===== src/rtl/core/heightfield_normal_stencil_unit_assert.svh =====
// ----------------------------------------------------------------------------
// Assertion macros for the height-field normal stencil
// Implication forms used at the end of the top-level stencil module.
// ----------------------------------------------------------------------------
`ifndef HEIGHTFIELD_NORMAL_STENCIL_UNIT_ASSERT_SVH
`define HEIGHTFIELD_NORMAL_STENCIL_UNIT_ASSERT_SVH

// Same-cycle implication, disabled while reset is asserted.
`define HNS_ASSERT_IMPL(lbl, ck, rn, ante, cons) \
	lbl: assert property (@(posedge ck) disable iff (!rn) (ante) |-> (cons)) \
		else $error("heightfield normal stencil: assertion failed");

// Next-cycle implication, disabled while reset is asserted.
`define HNS_ASSERT_NEXT(lbl, ck, rn, ante, cons) \
	lbl: assert property (@(posedge ck) disable iff (!rn) (ante) |=> (cons)) \
		else $error("heightfield normal stencil: assertion failed");

`endif


===== src/rtl/core/hns_pkg.sv =====
// ----------------------------------------------------------------------------
// hns_pkg
// Types, widths and state encodings shared by the normal stencil modules.
// ----------------------------------------------------------------------------
`default_nettype none

package hns_pkg;

	localparam int MAX_GRID_LOG2_DEF = 10;

	localparam int GRID_W     = 4;
	localparam int SCALE_W    = 16;
	localparam int HEIGHT_W   = 16;
	localparam int VIDX_W     = 21;
	localparam int COMP_W     = 16;
	localparam int CFG_DATA_W = 16;
	localparam int CFG_IDX_W  = 1;

	localparam logic [GRID_W-1:0]  GRID_RESET  = 4'd8;
	localparam logic [SCALE_W-1:0] SCALE_RESET = 16'd256;

	localparam logic [CFG_IDX_W-1:0] REG_GRID_LOG2    = 1'b0;
	localparam logic [CFG_IDX_W-1:0] REG_HEIGHT_SCALE = 1'b1;

	// Scaled heights and their differences, in units of 2^-22.
	localparam int SCALED_W    = 32;
	localparam int DIFF_W      = 33;
	localparam int VEC_W       = 34;
	localparam int SUM_W       = 18;
	localparam int SPACE_SHIFT = 22;

	// Normalizer datapath.
	localparam int MAG_LIM  = 26;
	localparam int SQ_W     = 54;
	localparam int RAD_W    = 62;
	localparam int RAD_PRE  = 8;
	localparam int ROOT_TOP = 60;
	localparam int ROOT_W   = 31;
	localparam int QPRE     = 19;
	localparam int NUM_W    = 46;
	localparam int DSH_W    = 47;
	localparam int QUO_W    = 16;
	localparam int DCNT_W   = 4;

	localparam logic signed [COMP_W-1:0] ONE_Q14 = 16'sd16384;

	typedef struct packed {
		logic signed [VEC_W-1:0] x;
		logic signed [VEC_W-1:0] y;
		logic signed [VEC_W-1:0] z;
	} vec_t;

	typedef struct packed {
		logic signed [COMP_W-1:0] x;
		logic signed [COMP_W-1:0] y;
		logic signed [COMP_W-1:0] z;
	} comp_vec_t;

	typedef struct packed {
		logic signed [SUM_W-1:0] x;
		logic signed [SUM_W-1:0] y;
		logic signed [SUM_W-1:0] z;
	} sum_vec_t;

	typedef struct packed {
		logic start;
	} unit_ctl_t;

	typedef struct packed {
		logic busy;
		logic done;
	} unit_sts_t;

	typedef enum logic [2:0] {
		U_IDLE,
		U_SHIFT,
		U_SQ,
		U_ROOT,
		U_DIV,
		U_DONE
	} unit_state_t;

	typedef enum logic [3:0] {
		T_IDLE,
		T_RD0,
		T_RD1,
		T_RD2,
		T_RD3,
		T_RD4,
		T_SCB,
		T_DIF,
		T_TRI,
		T_TWAIT,
		T_NRM,
		T_NWAIT,
		T_WR,
		T_EMA,
		T_EMB
	} top_state_t;

endpackage

`default_nettype wire


===== src/rtl/core/hns_unit.sv =====
// ----------------------------------------------------------------------------
// hns_unit
// Multi-cycle vector normalizer: prescale, sum of squares, bitwise root,
// three parallel restoring dividers; result in signed Q1.14.
// ----------------------------------------------------------------------------
`default_nettype none

module hns_unit import hns_pkg::*; (
	input  wire logic      clk,
	input  wire logic      arst_n,
	input  wire unit_ctl_t ctl,
	input  wire vec_t      vin,
	output unit_sts_t      sts,
	output comp_vec_t      uout
);

	unit_state_t state_q, state_nxt;

	logic [VEC_W-1:0]  mag_q [3];
	logic              neg_q [3];
	logic [1:0]        sq_idx_q;
	logic [SQ_W-1:0]   acc_q;
	logic [RAD_W-1:0]  x_q, res_q, bit_q;
	logic              zero_q;
	logic [NUM_W-1:0]  num_q [3];
	logic [DSH_W-1:0]  dsh_q;
	logic [QUO_W-1:0]  quo_q [3];
	logic [DCNT_W-1:0] dcnt_q;

	logic signed [VEC_W-1:0] vin_a [3];
	logic                    big;
	logic [MAG_LIM-1:0]      sq_sel;
	logic [2*MAG_LIM-1:0]    sq_prod;
	logic [SQ_W-1:0]         acc_nxt;
	logic [RAD_W-1:0]        root_trial, res_nxt;
	logic                    root_ge;
	logic [ROOT_W-1:0]       lq;
	logic                    div_ge [3];
	logic [QUO_W-1:0]        q_sat [3];
	logic signed [COMP_W-1:0] comp [3];

	assign vin_a[0] = vin.x;
	assign vin_a[1] = vin.y;
	assign vin_a[2] = vin.z;

	assign big = (|mag_q[0][VEC_W-1:MAG_LIM]) | (|mag_q[1][VEC_W-1:MAG_LIM]) |
		(|mag_q[2][VEC_W-1:MAG_LIM]);

	always_comb begin
		unique case (sq_idx_q)
			2'd0:    sq_sel = mag_q[0][MAG_LIM-1:0];
			2'd1:    sq_sel = mag_q[1][MAG_LIM-1:0];
			default: sq_sel = mag_q[2][MAG_LIM-1:0];
		endcase
	end

	assign sq_prod    = sq_sel * sq_sel;
	assign acc_nxt    = acc_q + SQ_W'(sq_prod);
	assign root_trial = res_q + bit_q;
	assign root_ge    = x_q >= root_trial;
	assign res_nxt    = root_ge ? ((res_q >> 1) + bit_q) : (res_q >> 1);
	assign lq         = res_nxt[ROOT_W-1:0];

	always_comb begin
		for (int i = 0; i < 3; i++) begin
			div_ge[i] = DSH_W'(num_q[i]) >= dsh_q;
			q_sat[i]  = (quo_q[i] > QUO_W'(ONE_Q14)) ? QUO_W'(ONE_Q14) : quo_q[i];
			comp[i]   = neg_q[i] ? -$signed(q_sat[i]) : $signed(q_sat[i]);
		end
	end

	// next state
	always_comb begin
		state_nxt = state_q;
		unique case (state_q)
			U_IDLE:  if (ctl.start) state_nxt = U_SHIFT;
			U_SHIFT: if (!big) state_nxt = U_SQ;
			U_SQ:    if (sq_idx_q == 2'd2) state_nxt = (acc_nxt == '0) ? U_DONE : U_ROOT;
			U_ROOT:  if (bit_q == RAD_W'(1)) state_nxt = U_DIV;
			U_DIV:   if (dcnt_q == '0) state_nxt = U_DONE;
			U_DONE:  state_nxt = U_IDLE;
			default: state_nxt = U_IDLE;
		endcase
	end

	// outputs
	always_comb begin
		sts.busy = state_q != U_IDLE;
		sts.done = state_q == U_DONE;
		if (zero_q) begin
			uout.x = '0;
			uout.y = ONE_Q14;
			uout.z = '0;
		end else begin
			uout.x = comp[0];
			uout.y = comp[1];
			uout.z = comp[2];
		end
	end

	always_ff @(posedge clk or negedge arst_n) begin
		if (!arst_n) begin
			state_q <= U_IDLE;
		end else begin
			state_q <= state_nxt;
		end
	end

	always_ff @(posedge clk) begin
		unique case (state_q)
			U_IDLE: begin
				if (ctl.start) begin
					for (int i = 0; i < 3; i++) begin
						neg_q[i] <= vin_a[i][VEC_W-1];
						mag_q[i] <= vin_a[i][VEC_W-1] ? VEC_W'(-vin_a[i]) : VEC_W'(vin_a[i]);
					end
					sq_idx_q <= '0;
					acc_q    <= '0;
					zero_q   <= 1'b0;
				end
			end
			U_SHIFT: begin
				if (big) begin
					for (int i = 0; i < 3; i++) mag_q[i] <= mag_q[i] >> 1;
				end
			end
			U_SQ: begin
				acc_q    <= acc_nxt;
				sq_idx_q <= sq_idx_q + 2'd1;
				x_q      <= RAD_W'(acc_nxt) << RAD_PRE;
				res_q    <= '0;
				bit_q    <= RAD_W'(1) << ROOT_TOP;
				zero_q   <= acc_nxt == '0;
			end
			U_ROOT: begin
				if (root_ge) x_q <= x_q - root_trial;
				res_q <= res_nxt;
				bit_q <= bit_q >> 2;
				// prepare the dividers on each root step; the last step sets their final values
				for (int i = 0; i < 3; i++) begin
					num_q[i] <= (NUM_W'(mag_q[i][MAG_LIM-1:0]) << QPRE) + NUM_W'(lq);
					quo_q[i] <= '0;
				end
				dsh_q  <= DSH_W'({lq, 1'b0}) << (QUO_W - 1);
				dcnt_q <= DCNT_W'(QUO_W - 1);
			end
			U_DIV: begin
				for (int i = 0; i < 3; i++) begin
					if (div_ge[i]) num_q[i] <= num_q[i] - NUM_W'(dsh_q);
					quo_q[i] <= {quo_q[i][QUO_W-2:0], div_ge[i]};
				end
				dsh_q  <= dsh_q >> 1;
				dcnt_q <= dcnt_q - DCNT_W'(1);
			end
			default: begin
			end
		endcase
	end

endmodule

`default_nettype wire


===== config.mk =====
export PLATFORM = sky130hd
export DESIGN_NAME = hns_unit
export DESIGN_NICKNAME = d
export VERILOG_FILES = /design/src/rtl/core/heightfield_normal_stencil_unit_assert.svh /design/src/rtl/core/hns_pkg.sv /design/src/rtl/core/hns_unit.sv
export SDC_FILE = /design/constraint.sdc
export NUM_CORES = 2
export LEC_CHECK = 0
export BUFFER_PORTS_ARGS = -buffer_cell sky130_fd_sc_hd__buf_2
export CAP_MARGIN = 20
export CORE_ASPECT_RATIO = 1.1
export CORE_MARGIN = 5
export CORE_UTILIZATION = 49
export DETAILED_ROUTE_END_ITERATION = 12
export GPL_TIMING_DRIVEN = 0
export PLACE_DENSITY = 0.72
export REMOVE_ABC_BUFFERS = 1
export SYNTH_ARGS = -nofsm -noshare
export SYNTH_HDL_FRONTEND = slang
export SYNTH_SLANG_ARGS = --single-unit

===== constraint.sdc =====
create_clock -name clk -period 11.8 [get_ports clk]
set_input_delay 2.36 -clock clk [delete_from_list [all_inputs] [get_ports clk]]
set_output_delay 2.36 -clock clk [all_outputs]
set_load 0.005 [all_outputs]

==> results by group <==
Min path
  • Worst hold endpoint: mag_q[0][95]
  • HP Start: mag_q[0][96]
  • Path type of the worst min-delay path: reg2reg
  • Worst hold stages: 2

Route
  • Routed length on met3: 17.3 mm
  • Remaining routing DRC violations: 0
  • Max layer used: met5
  • Detailed-route via count: 54,200
  • Length of routed met2 wiring: 93.7 mm
  • Vias per Instance: 5.95
  • Detailed-route wire length on metal 1: 80.3 mm
  • Average detailed-routed wire length per instance: 22.2 um
  • Initial DRT Pass Iterations: 6
  • DRT antenna net count: 0
  • Number of DRC violations after detailed-routing iteration 0: 4,861
  • Total Wirelength: 202 mm

Finish
  • Post-route core utilization: 53.4%
  • Post-route cell area: 0.0706 mm2
  • Area growth from synthesis to layout: 8.51%
  • Total Nets Final: 8,434
  • Fillers: 11,900
  • Proportion of layout cells with a drive suffix above 1: 6.48%

Worst setup path
  • Highest-delay cell along the critical path: a21o_1
  • Library cell appearing most often on the critical path: inv_1
  • Worst Reg2Reg Path Length in Cells: 32
  • Maximum cell stage delay along the critical path: 0.75 ns
  • Critical Path Sink Type: flop
  • Slack of the worst reg-to-reg path: 0.14 ns
  • Required arrival time at the worst endpoint: 12.33 ns
  • Data arrival time of the critical path: 12.19 ns
  • Crit-path max FO: 28
  • Capturing point of the worst reg2reg path: state_q[1]
  • Launch instance of the worst register-to-register path: sq_idx_q[0]
  • Worst Setup Start Kind: flop
  • Setup Crit Path Kind: reg2reg

Global route
  • GRT Util Overall: 28.6%
  • Vias in the first global route: 54,100
  • Antenna violations before repair: 30
  • Maximum number of pins on one net before global-route repair: 71
  • Overflow left after global routing: 0
  • First-pass GRT wire length: 312 mm

Yosys
  • Number of flops mapped to enable cells by yosys: 554
  • Post-synthesis cell count: 7,246
  • Yosys warns: 0
  • Cell types with the largest area share after synthesis: edfxtp_1, fa_1, ha_1
  • Top cell type's share of synthesized area: 25.6%
  • Post-synthesis async set-or-reset flop share: 0.539%
  • Fraction of the yosys area taken by sequential cells: 25.7%
  • Ranking of synthesized cells by instance count: inv_1, nand2_1, nor2_1
  • Most frequently used cell type in the post-synthesis netlist: inv_1
  • Count of state elements after synthesis: 557
  • Post-synth cell types: 91
  • Top cell type by total area after synthesis: edfxtp_1
  • Mean instance size in the synthesized netlist: 8.98 um2
  • Mapped cell area: 0.0650 mm2
  • Dominant synthesized flop cell: edfxtp_1

Clocking
  • Reg clk slew, reported paths: 0.06 ns
  • H-Tree Depth: 3
  • Worst-Skew Late Latency: 0.69 ns
  • Count of hold buffers inserted by post-cts repair: 0
  • Max Root-Sink Buffers: 3
  • Number of buffers created by CTS: 70
  • Clock root buffer: clkbuf_16
  • CTS tree: built
  • Clk sinks: 557

Flow run
  • Maxcap violations: 0

Floorplan
  • Standard-cell row count: 140
  • X dimension of the die: 357 um
  • I/O pin total: 155
  • Overall die area: 0.140 mm2
  • Placeable Area: 0.132 mm2
  • Chip Height: 392 um
  • Initial Util: 49.2%

Timing
  • Crit share post-route: 98.8%
  • Peak Freq: 0.0858 GHz
  • Final setup violation count: 0
  • Min cycle time layout: 11.66 ns
  • Total negative slack for setup checks: 0 ns
  • Worst clock skew on the final layout: 0.0424 ns
  • Slew Viols, Final: 0
  • Worst-case headroom to the max-slew limit: 20.3%
  • Setup repair after global routing missed its margin: no
  • Final hold vios: 0
  • Slew @ Worst Pin: 1.20 ns

Status
  • Status: completed

Placed design
  • Total cell area at the placement stage: 0.0681 mm2
  • Placer's final routability congestion estimate: 0.959
  • Detailed-placement wirelength estimate: 160 mm
  • Number of I/O port buffers: 154

Power
  • Lkg Pwr: 31.0 nW
  • Power Density: 63.0 mW/mm2
  • Maximum ir drop on the vdd rail: 85.8 uV
  • Total power consumption of the routed design: 4.45 mW
-- cells by family after synthesis --
kind of cell,count (synthesis),share of synthesized area (%)
flip-flops,557,25.7
multiplexers,81,1.30
buffers and inverters,1266,7.39
XOR/XNOR,545,7.34
adder cells (fa/ha/maj),1080,27.5
AO/OA/AOI/OAI,1604,15.6
AND/OR/NAND/NOR,2113,15.2
-- state kept, by name, summed over array words and instances (netlist names) --
register and flops:
acc_q 54, bit_q 31, dcnt_q 4, dsh_q 47, mag_q 102, neg_q 3, num_q 138, quo_q 48
res_q 62, sq_idx_q 2, state_q 3, x_q 62, zero_q 1
-- worst max path at each step --
| stage | start | end | slack [ns] | depth (start not counted) |
|---|---|---|---|---|
| 6_report | sq_idx_q[0] | state_q[1] | 0.14 | 32 |
| 4_1_cts | sq_idx_q[0] | state_q[1] | 0.09 | 31 |
| 3_5_place_dp | sq_idx_q[0] | state_q[1] | -0.54 | 30 |
| 2_1_floorplan | state_q[0] | mag_q[0][10] | -2.67 | 2 |
| 5_1_grt | res_q[2] | num_q[0][134] | 0.005 | 38 |
| 3_3_place_gp | state_q[0] | mag_q[0][23] | -9.61 | 2 |
-- final cells by class --
type / count / area (um2) / area share, %
Inverter: 970 / 3670 / 5.20
Clock inverter: 47 / 468 / 0.663
Tap cell: 1775 / 2220 / 3.15
Timing Repair Buffer: 226 / 1950 / 2.77
Multi-Input combinational cell: 5424 / 43700 / 61.9
Antenna cell: 31 / 77.6 / 0.110
Sequential cell: 557 / 16700 / 23.7
Clock buffer: 77 / 1780 / 2.52
-- routing by layer --
layer | vias up | GRT usage [%]
li1 | 25000 | -
met1 | 26400 | 36.4
met2 | 2296 | 46.5
met3 | 485 | 5.95
met4 | 8 | 14.3
met5 | - | 0
-- worst max-delay path: cells and delay by family, from the launching register on --
family                     cells  cell delay (ns)
AOI/OAI and AO/OA             11             3.48
and+or+nand+nor                3             1.24
DFF                            1             0.43
buffers and inverters          8             1.17
adders and majority gates      9             4.45
xor gates and xnor gates       1             0.70
-- placed cells by master, fill, tap and decap left out, types with 66 or more instances in the layout --
cell	Yosys	final
nand3_1	137	137
nor3_1	99	99
and3_1	121	121
clkbuf_16	0	70
o21bai_1	67	67
a21o_1	164	158
edfxtp_1	554	554
nand2_1	703	699
ha_1	501	499
fa_1	579	579
inv_1	960	957
xnor2_1	257	257
nand4_1	87	87
nand2b_1	67	66
o21ai_0	426	425
xor2_1	288	288
a21oi_1	419	402
a31oi_1	75	75
nor2_1	587	583
nor2b_1	67	67
buf_2	24	157
-- where the power goes --
group          total, mW  internal (mW)  leakage (nW)  switching [mW]
Clock               2.19           1.23          1.08           0.963
Combinational      0.101         0.0414          24.5          0.0599
Sequential          2.15           2.15          5.38               0
-- timing repair --
item | in CTS | in global routing
pin swaps | 1 | 0
endpoints found under the setup margin | 10 | 20
gates resized for setup | 5 | 13
cloned | 1 | 0
setup buffers | 0 | 5
-- per-stage QoR --
step / hold slack (ns) / setup WS, ns / cells
global placement: 0.537 / -9.61 / 8879
floorplan: 0.522 / -2.67 / 6950
detailed placement: 0.554 / -0.544 / 8945
CTS: 0.569 / 0.0947 / 9070
global route: 0.580 / 0.00514 / 9097
finish: 0.566 / 0.141 / 9107
(Power assumes the default switching activity.)
